$ cat src/hw/rtl/tlf_pkg.sv
package tlf_pkg;

  localparam int unsigned CountW  = 13;
  localparam int unsigned RowW    = 12;
  localparam int unsigned HeightW = 8;
  localparam int unsigned TopW    = 13;
  localparam int unsigned NumW    = 11;
  localparam int unsigned CfgIdxW = 2;
  localparam int unsigned CfgW    = 13;

  // Saturation points of the row pixel count and the row counter
  localparam logic [CountW-1:0] CountLimit = 13'd4096;
  localparam logic [RowW-1:0]   RowLimit   = 12'd4095;

  typedef enum logic [CfgIdxW-1:0] {
    CFG_BLACK_THRESHOLD = 2'd0,
    CFG_LINE_BOX_HEIGHT = 2'd1,
    CFG_REGION_TOP      = 2'd2,
    CFG_REGION_ROWS     = 2'd3
  } cfg_idx_e;

  typedef struct packed {
    logic [12:0]        black_threshold;
    logic [HeightW-1:0] line_box_height;
    logic [11:0]        region_top;
    logic [12:0]        region_rows;
  } cfg_t;

  // One closed text line on its way to the box stage
  typedef struct packed {
    logic [CountW-1:0] center;
    logic [NumW-1:0]   number;
  } line_evt_t;

endpackage

$ cat src/hw/rtl/tlf_cfg.sv
module tlf_cfg (
  input  logic                         clk_i,
  input  logic                         rst_ni,
  input  logic                         cfg_valid_i,
  output logic                         cfg_ready_o,
  input  logic [tlf_pkg::CfgIdxW-1:0]  cfg_index_i,
  input  logic [tlf_pkg::CfgW-1:0]     cfg_data_i,
  output tlf_pkg::cfg_t                cfg_o
);
  import tlf_pkg::*;

  cfg_t cfg_q;

  assign cfg_ready_o = 1'b1;
  assign cfg_o       = cfg_q;

  always_ff @(posedge clk_i or negedge rst_ni) begin
    if (!rst_ni) begin
      cfg_q.black_threshold <= 13'd2;
      cfg_q.line_box_height <= 8'd25;
      cfg_q.region_top      <= 12'd0;
      cfg_q.region_rows     <= 13'd1;
    end else if (cfg_valid_i) begin
      unique case (cfg_idx_e'(cfg_index_i))
        CFG_BLACK_THRESHOLD: cfg_q.black_threshold <= cfg_data_i;
        CFG_LINE_BOX_HEIGHT: cfg_q.line_box_height <= cfg_data_i[HeightW-1:0];
        CFG_REGION_TOP:      cfg_q.region_top      <= cfg_data_i[11:0];
        CFG_REGION_ROWS:     cfg_q.region_rows     <= cfg_data_i;
        default: ;
      endcase
    end
  end

endmodule

$ cat src/hw/rtl/tlf_profile.sv
module tlf_profile (
  input  logic                 clk_i,
  input  logic                 rst_ni,
  input  logic                 accept_i,
  input  logic                 black_i,
  input  logic                 row_end_i,
  input  logic                 frame_end_i,
  input  logic [12:0]          black_threshold_i,
  output logic                 evt_valid_o,
  output tlf_pkg::line_evt_t   evt_o,
  input  logic                 evt_ready_i
);
  import tlf_pkg::*;

  logic [CountW-1:0] cnt_q, cnt_d, cnt_new;
  logic [RowW-1:0]   row_q, row_d, first_q, first_d, first_mid;
  logic              inside_q, inside_d;
  logic [NumW-1:0]   lines_q, lines_d;
  logic              evt_valid_q, evt_valid_d;
  line_evt_t         evt_q, evt_d;

  logic              eor, text_row, close_row, close_frame, emit;
  logic [CountW-1:0] end_row, span;

  always_comb begin
    cnt_new = cnt_q + CountW'(black_i && (cnt_q < CountLimit));
    eor       = row_end_i | frame_end_i;
    text_row  = cnt_new > black_threshold_i;
    first_mid = (text_row && !inside_q) ? row_q : first_q;
    // A non-text row closes an open line; frame end closes one still open
    close_row   = eor && !text_row && inside_q;
    close_frame = frame_end_i && text_row;
    emit        = close_row || close_frame;
    end_row = close_frame ? ({1'b0, row_q} + 13'd1) : {1'b0, row_q};
    span    = (end_row >= {1'b0, first_mid}) ? end_row - {1'b0, first_mid} : '0;

    cnt_d    = cnt_q;
    row_d    = row_q;
    inside_d = inside_q;
    first_d  = first_q;
    lines_d  = lines_q;
    if (accept_i) begin
      cnt_d = eor ? '0 : cnt_new;
      if (eor) begin
        first_d  = first_mid;
        inside_d = frame_end_i ? 1'b0 : text_row;
        if (frame_end_i) begin
          row_d = '0;
        end else if (row_q < RowLimit) begin
          row_d = row_q + 12'd1;
        end
      end
      if (frame_end_i) begin
        lines_d = '0;
      end else if (emit) begin
        lines_d = lines_q + 11'd1;
      end
    end

    evt_valid_d = evt_valid_q && !evt_ready_i;
    evt_d       = evt_q;
    if (accept_i && emit) begin
      evt_valid_d  = 1'b1;
      evt_d.center = {1'b0, first_mid} + (span >> 1);
      evt_d.number = lines_q;
    end
  end

  always_ff @(posedge clk_i or negedge rst_ni) begin
    if (!rst_ni) begin
      cnt_q       <= '0;
      row_q       <= '0;
      inside_q    <= 1'b0;
      first_q     <= '0;
      lines_q     <= '0;
      evt_valid_q <= 1'b0;
    end else begin
      cnt_q       <= cnt_d;
      row_q       <= row_d;
      inside_q    <= inside_d;
      first_q     <= first_d;
      lines_q     <= lines_d;
      evt_valid_q <= evt_valid_d;
    end
  end

  always_ff @(posedge clk_i) begin
    evt_q <= evt_d;
  end

  assign evt_valid_o = evt_valid_q;
  assign evt_o       = evt_q;

`ifndef ASSERT_OFF
  a_cnt_sat: assert property (@(posedge clk_i) disable iff (!rst_ni)
    cnt_q <= CountLimit) else $error("row count past its limit");
  a_frame_clear: assert property (@(posedge clk_i) disable iff (!rst_ni)
    (accept_i && frame_end_i) |=> (row_q == '0 && !inside_q && lines_q == '0))
    else $error("frame end left line state behind");
  a_evt_hold: assert property (@(posedge clk_i) disable iff (!rst_ni)
    (evt_valid_q && !evt_ready_i) |=> (evt_valid_q && $stable(evt_q)))
    else $error("pending line lost");
`endif

endmodule

$ cat src/hw/rtl/tlf_box.sv
module tlf_box (
  input  logic                         clk_i,
  input  logic                         rst_ni,
  input  logic                         evt_valid_i,
  input  tlf_pkg::line_evt_t           evt_i,
  output logic                         evt_ready_o,
  input  tlf_pkg::cfg_t                cfg_i,
  output logic                         out_valid_o,
  input  logic                         out_stall_i,
  output logic [tlf_pkg::TopW-1:0]     line_top_o,
  output logic [tlf_pkg::HeightW-1:0]  box_height_o,
  output logic [tlf_pkg::NumW-1:0]     line_number_o
);
  import tlf_pkg::*;

  logic               out_valid_q;
  logic [TopW-1:0]    top_q, top_d;
  logic [HeightW-1:0] height_q, height_d;
  logic [NumW-1:0]    num_q;
  logic [CountW-1:0]  half, offset;
  logic [CountW:0]    box_end;
  logic [CountW-1:0]  room;

  assign evt_ready_o = !out_valid_q || !out_stall_i;

  always_comb begin
    half    = {5'd0, cfg_i.line_box_height >> 1};
    offset  = (evt_i.center > half) ? evt_i.center - half : '0;
    box_end = {1'b0, offset} + {6'd0, cfg_i.line_box_height};
    room    = cfg_i.region_rows - offset;
    if (offset >= cfg_i.region_rows) begin
      height_d = '0;
    end else if (box_end > {1'b0, cfg_i.region_rows}) begin
      height_d = room[HeightW-1:0];
    end else begin
      height_d = cfg_i.line_box_height;
    end
    top_d = {1'b0, cfg_i.region_top} + offset;
  end

  always_ff @(posedge clk_i or negedge rst_ni) begin
    if (!rst_ni) begin
      out_valid_q <= 1'b0;
    end else if (evt_ready_o) begin
      out_valid_q <= evt_valid_i;
    end
  end

  always_ff @(posedge clk_i) begin
    if (evt_ready_o && evt_valid_i) begin
      top_q    <= top_d;
      height_q <= height_d;
      num_q    <= evt_i.number;
    end
  end

  assign out_valid_o   = out_valid_q;
  assign line_top_o    = top_q;
  assign box_height_o  = height_q;
  assign line_number_o = num_q;

`ifndef ASSERT_OFF
  a_height_bound: assert property (@(posedge clk_i) disable iff (!rst_ni)
    out_valid_q |-> (height_q <= cfg_i.line_box_height))
    else $error("box taller than configured height");
`endif

endmodule

$ cat src/hw/rtl/text_line_finder.sv
// Channel  | Direction | Handshake              | Payload
// input    | in        | in_valid_i / in_stall_o | black_i, row_end_i, frame_end_i
// output   | out       | out_valid_o / out_stall_i | line_top_o, box_height_o, line_number_o
// config   | in        | cfg_valid_i / cfg_ready_o | cfg_index_i, cfg_data_i
//
// One pixel per cycle while in_stall_o is low. A closed line reaches the output
// through two registers: one for the line center, one for the box.
// Reset clears counters, line state and both valid flags; config takes its defaults.
// Output stall holds the box register; a pending center then stalls the input.
module text_line_finder (
  input  logic                         clk_i,
  input  logic                         rst_ni,
  // pixel requests
  input  logic                         in_valid_i,
  output logic                         in_stall_o,
  input  logic                         black_i,
  input  logic                         row_end_i,
  input  logic                         frame_end_i,
  // line box requests
  output logic                         out_valid_o,
  input  logic                         out_stall_i,
  output logic [tlf_pkg::TopW-1:0]     line_top_o,
  output logic [tlf_pkg::HeightW-1:0]  box_height_o,
  output logic [tlf_pkg::NumW-1:0]     line_number_o,
  // configuration writes
  input  logic                         cfg_valid_i,
  output logic                         cfg_ready_o,
  input  logic [tlf_pkg::CfgIdxW-1:0]  cfg_index_i,
  input  logic [tlf_pkg::CfgW-1:0]     cfg_data_i
);
  import tlf_pkg::*;

  cfg_t      cfg;
  line_evt_t evt;
  logic      evt_valid, evt_ready, accept;

  // Hold the input only while a closed line waits behind a stalled output
  assign in_stall_o = evt_valid && !evt_ready;
  assign accept     = in_valid_i && !in_stall_o;

  tlf_cfg u_cfg (
    .clk_i       (clk_i),
    .rst_ni      (rst_ni),
    .cfg_valid_i (cfg_valid_i),
    .cfg_ready_o (cfg_ready_o),
    .cfg_index_i (cfg_index_i),
    .cfg_data_i  (cfg_data_i),
    .cfg_o       (cfg)
  );

  // Row projection: count black pixels, track open line, emit line centers
  tlf_profile u_profile (
    .clk_i             (clk_i),
    .rst_ni            (rst_ni),
    .accept_i          (accept),
    .black_i           (black_i),
    .row_end_i         (row_end_i),
    .frame_end_i       (frame_end_i),
    .black_threshold_i (cfg.black_threshold),
    .evt_valid_o       (evt_valid),
    .evt_o             (evt),
    .evt_ready_i       (evt_ready)
  );

  // Turn a center into a clamped box and register it for the output
  tlf_box u_box (
    .clk_i         (clk_i),
    .rst_ni        (rst_ni),
    .evt_valid_i   (evt_valid),
    .evt_i         (evt),
    .evt_ready_o   (evt_ready),
    .cfg_i         (cfg),
    .out_valid_o   (out_valid_o),
    .out_stall_i   (out_stall_i),
    .line_top_o    (line_top_o),
    .box_height_o  (box_height_o),
    .line_number_o (line_number_o)
  );

endmodule

$ cat config.mk
export PLATFORM = sky130hd
export DESIGN_NAME = text_line_finder
export DESIGN_NICKNAME = d
export VERILOG_FILES = /design/src/hw/rtl/tlf_pkg.sv /design/src/hw/rtl/tlf_cfg.sv /design/src/hw/rtl/tlf_profile.sv /design/src/hw/rtl/tlf_box.sv /design/src/hw/rtl/text_line_finder.sv
export SDC_FILE = /design/constraint.sdc
export NUM_CORES = 1
export LEC_CHECK = 0
export BUFFER_PORTS_ARGS = -buffer_cell sky130_fd_sc_hd__buf_2
export CORE_MARGIN = 1
export CORE_UTILIZATION = 55
export DETAILED_ROUTE_END_ITERATION = 10
export PLACE_DENSITY = 0.75
export SYNTH_ARGS = -nofsm -noshare
export SYNTH_HDL_FRONTEND = slang
export SYNTH_SLANG_ARGS = --single-unit
$ cat constraint.sdc
create_clock -name clk_i -period 14.85 [get_ports clk_i]
set_input_delay 3.7125 -clock clk_i [delete_from_list [all_inputs] [get_ports clk_i]]
set_output_delay 3.7125 -clock clk_i [all_outputs]
set_load 0.1 [all_outputs]
==> parameters.txt <==
Parameter                              Value

Run status
  Status ... complete, no violations

Routing
  Detailed-routing wirelength on met1 ... 9.809 mm
  Total wire length after detailed routing ... 20.57 mm
  Number of iterations in the first detailed-routing pass ... 6
  Antenna-violating nets left ... 0
  Detailed-route vias per instance ... 5.624
  Number of design-rule violations left by the first detailed-router iteration ... 454
  Drt wl/cell ... 16.09 um
  Met3 Routed Length ... 849 um
  Uppermost layer routed ... met4
  DRC violation count after routing ... 0
  Via total after detailed routing ... 7,187
  Met2 WL ... 9.427 mm

GRT
  Number of global-route vias before repair ... 6,964
  Residual overflow from global routing ... 0
  Global-route wire length before repair ... 34.38 mm
  Initial antenna violation count ... 0
  Overall fraction of global-route tracks in use ... 24.17%
  Largest net degree at the start of global routing ... 64

Timing
  Fmax achieved ... 91.00 MHz
  Worst slew pin tran ... 1165 ps
  Max Clock Skew ... 8.914 ps
  RSZ-0062 raised after global routing ... false
  Minimum setup slack in the final design ... 3861 ps
  Tightest slew margin relative to the limit ... 22.02%
  Setup Total Neg Slack ... 0 ps
  Pins Over Slew Limit ... 0
  Final min period ... 10,990 ps
  Number of failing setup endpoints in the final timing report ... 0
  Number of failing hold endpoints at the final stage ... 0
  Final period utilization ... 74.00%

Logic synthesis
  Instance count of the mapped netlist ... 979
  Cell variety after synth ... 70
  Dominant register cell in the synthesized netlist ... sky130_fd_sc_hd__dfrtp_1
  Post-Syn Nets ... 1,109
  Avg Inst Size Synth ... 10.09 sq um
  Library cell occupying the most area in the post-synthesis netlist ... sky130_fd_sc_hd__dfrtp_1
  Ys async rst share ... 63.40%
  EDFF count, synth ... 56
  Fraction of synthesized cell area taken by the top area cell type ... 23.30%
  Biggest area contributors in the synthesized netlist ... sky130_fd_sc_hd__dfrtp_1 (23%), sky130_fd_sc_hd__edfxtp_1 (17%), sky130_fd_sc_hd__ha_1 (13%)
  Count of warnings emitted by yosys ... 0
  Share of the yosys chip area belonging to registers ... 41.65%
  Synthesized flop and latch total ... 153
  Post-Synthesis Cell Area ... 9879 sq um

Critical path
  Startpoint types ... input pin
  Slowest library cell on the worst path ... sky130_fd_sc_hd__a31oi_1
  Biggest fanout along the worst timing path ... 12
  Category of the critical setup timing path ... input pin to register
  RR Endpoint ... u_profile.evt_o[23]
  Worst setup EP type ... register
  Library cell appearing most often on the critical path ... sky130_fd_sc_hd__a21oi_1
  Setup slack, reg-to-reg ... 6780 ps
  Reg-to-reg startpoint ... u_profile.cnt_q[12]
  Worst setup path endpoint ... u_profile.evt_o[23]
  Delay of the slowest cell on the worst path ... 640 ps
  Cell depth of the worst flop-to-flop path ... 35
  Required @ worst endpoint ... 15,030 ps
  Arrival time of data at the critical path endpoint ... 11,170 ps
  Critical Path Start ... black_i

Floorplanning
  Height of the die ... 136.0 um
  Number of I/O pins ... 58
  Site row count ... 48
  Std-Cell Core Area ... 17,420 sq um
  Die Span X ... 136.0 um
  Effective utilization at floorplan ... 56.72%
  Area enclosed by the die boundary ... 18,500 sq um

Power and ir drop
  Leakage power ... 5.183 nW
  Total chip power ... 1.390 mW
  VDD IR max ... 0.00009053 V
  Power per unit of standard cell area ... 126.8 nW/um^2

Finish
  Fin area ... 10,970 sq um
  Filler instances ... 1,443
  Final-stage net count ... 1,170
  Layout cells sized above 1 ... 14.62%
  Synthesis-to-layout area growth ... 11.01%
  Multi-input gate area in the final layout ... 5358 sq um
  Diodes inserted ... 0
  Utilization after layout ... 62.97%
  Area occupied by registers ... 4115 sq um

Placed design
  Half-perimeter wire length of the detailed placement result ... 15.75 mm
  Buffers on Ports ... 56
  Worst setup timing slack at the placement stage ... 3481 ps
  Final GP Congestion ... 0.9261
  Total cell area at the placement stage ... 10,420 sq um

Clock network
  CTS Root Cell ... sky130_fd_sc_hd__clkbuf_16
  TritonCTS Buffers ... 17
  Post_cts resized ... 0
  Quantity of hold-fixing buffers added after cts ... 0
  Clock tree from TritonCTS ... done
  Clk Latency, worst-skew pair ... 440 ps
  Number of H-tree levels ... 4
  Post-CTS setup repair buffer count ... 0
  Clock-pin slew reported for the worst setup and hold paths after clock tree synthesis ... 60 ps
  Max Root-Sink Buffers ... 2
  Clock tree sinks ... 153

Run
  Total of max-cap violations ... 0

Hold path
  Classification of the worst-slack hold path ... register to register
==> layout by cell type, fill, tap and decap left out, types with 7 or more instances in the layout <==
cell type and count:
sky130_fd_sc_hd__a21oi_1 46, sky130_fd_sc_hd__nor3_1 7, sky130_fd_sc_hd__o21ai_0 65, sky130_fd_sc_hd__and3_1 13, sky130_fd_sc_hd__dfrtp_1 92, sky130_fd_sc_hd__mux2i_1 18
sky130_fd_sc_hd__a22o_1 11, sky130_fd_sc_hd__nand4_1 13, sky130_fd_sc_hd__edfxtp_1 56, sky130_fd_sc_hd__nand3_1 24, sky130_fd_sc_hd__inv_1 91, sky130_fd_sc_hd__xor2_1 40
sky130_fd_sc_hd__clkbuf_16 17, sky130_fd_sc_hd__xnor2_1 40, sky130_fd_sc_hd__ha_1 101, sky130_fd_sc_hd__o31ai_1 10, sky130_fd_sc_hd__a21o_1 24, sky130_fd_sc_hd__mux2_2 38
sky130_fd_sc_hd__nor2_1 78, sky130_fd_sc_hd__o21bai_1 12, sky130_fd_sc_hd__nor2b_1 12, sky130_fd_sc_hd__nand2_1 78, sky130_fd_sc_hd__buf_2 55, sky130_fd_sc_hd__nand2b_1 8
==> registers in the layout (all words and copies together) (netlist names) <==
name                   cells
u_profile.row_q           12
u_box.box_height_o         8
u_cfg.cfg_o               46
u_profile.first_q         12
u_profile.cnt_q           13
u_profile.evt_valid_o      1
u_profile.lines_q         11
u_profile.inside_q         1
u_profile.evt_o           24
u_box.out_valid_o          1
u_box.line_top_o          13
u_box.line_number_o       11
==> worst min path at each step <==
| stage | startpoint | depth (start not counted) | endpoint | slack [ps] |
|---|---|---|---|---|
| 2_1_floorplan | u_profile.evt_o[0] | 0 | u_box.line_number_o[0] | 400 |
| 3_3_place_gp | u_profile.evt_o[10] | 0 | u_box.line_number_o[10] | 400 |
| 3_5_place_dp | u_profile.evt_o[8] | 0 | u_box.line_number_o[8] | 410 |
| 4_1_cts | u_profile.evt_o[8] | 0 | u_box.line_number_o[8] | 420 |
| 5_1_grt | u_profile.evt_o[2] | 0 | u_box.line_number_o[2] | 430 |
| 6_report | u_profile.evt_o[8] | 0 | u_box.line_number_o[8] | 420 |
==> layout make-up <==
| type | instances | area share (%) |
|---|---|---|
| clock buffers | 18 | 3.913 |
| clock inverters | 14 | 1.107 |
| inverters | 91 | 3.115 |
| multi-input cells | 716 | 48.85 |
| flip-flops and latches | 153 | 37.52 |
| well taps | 225 | 2.567 |
| repair buffers | 61 | 2.921 |
==> cells in the mapped netlist (all sizes together), types with 5 or more instances <==
cell type	count
a21boi	5
o31ai	11
a21oi	49
nand4	13
dfstp	5
nor2b	12
xor2	40
clkbuf	14
dfrtp	92
xnor2	41
a22o	11
buf	5
nand2b	8
o21bai	12
edfxtp	56
or3	5
o21ai	70
nand3	24
fa	6
nand2	78
a21o	24
mux2	38
nor3	7
inv	91
nor2	79
mux2i	19
ha	101
and3	13
==> layer usage <==
metal | vias up | track usage [%]
met4 | 0 | 9.938
met3 | 39 | 4.027
met5 | - | 0
met2 | 184 | 37.59
li1 | 3588 | -
met1 | 3376 | 33.45
==> power by group <==
part	switching, mW	leakage, nW	total (mW)	internal (mW)
sequential	0.0259	1.76	0.507	0.481
clock	0.177	0.260	0.407	0.230
combinational	0.263	3.16	0.476	0.213
==> kinds of logic (layout without fill, tap and decap cells) <==
| logic type | Yosys count | in the layout | share of synthesized area [%] |
|---|---|---|---|
| compound gates | 214 | 214 | 14.43 |
| xor+xnor | 81 | 81 | 7.257 |
| fa+ha+maj | 107 | 107 | 14.01 |
| buf+inv | 110 | 184 | 4.306 |
| flops | 153 | 153 | 41.65 |
| mux | 57 | 57 | 6.294 |
| other cells | 1 | 1 | 0.03796 |
| simple gates | 256 | 256 | 12.02 |
==> stage by stage <==
step,hold WS [ps],cells
floorplan,400.3,979
global placement,403.8,1246
detailed placement,405.2,1246
CTS,420.9,1278
global route,427.9,1278
finish,419.5,1278
==> worst max-delay path, delay by kind of cell <==
kind | cells | cell delay (ps)
AO/OA/AOI/OAI | 15 | 3220
AND/OR/NAND/NOR | 12 | 2010
adder cells (fa/ha/maj) | 5 | 1460
multiplexers | 1 | 420
XOR/XNOR | 1 | 200
buffers and inverters | 2 | 140
(Power assumes the default switching activity.)
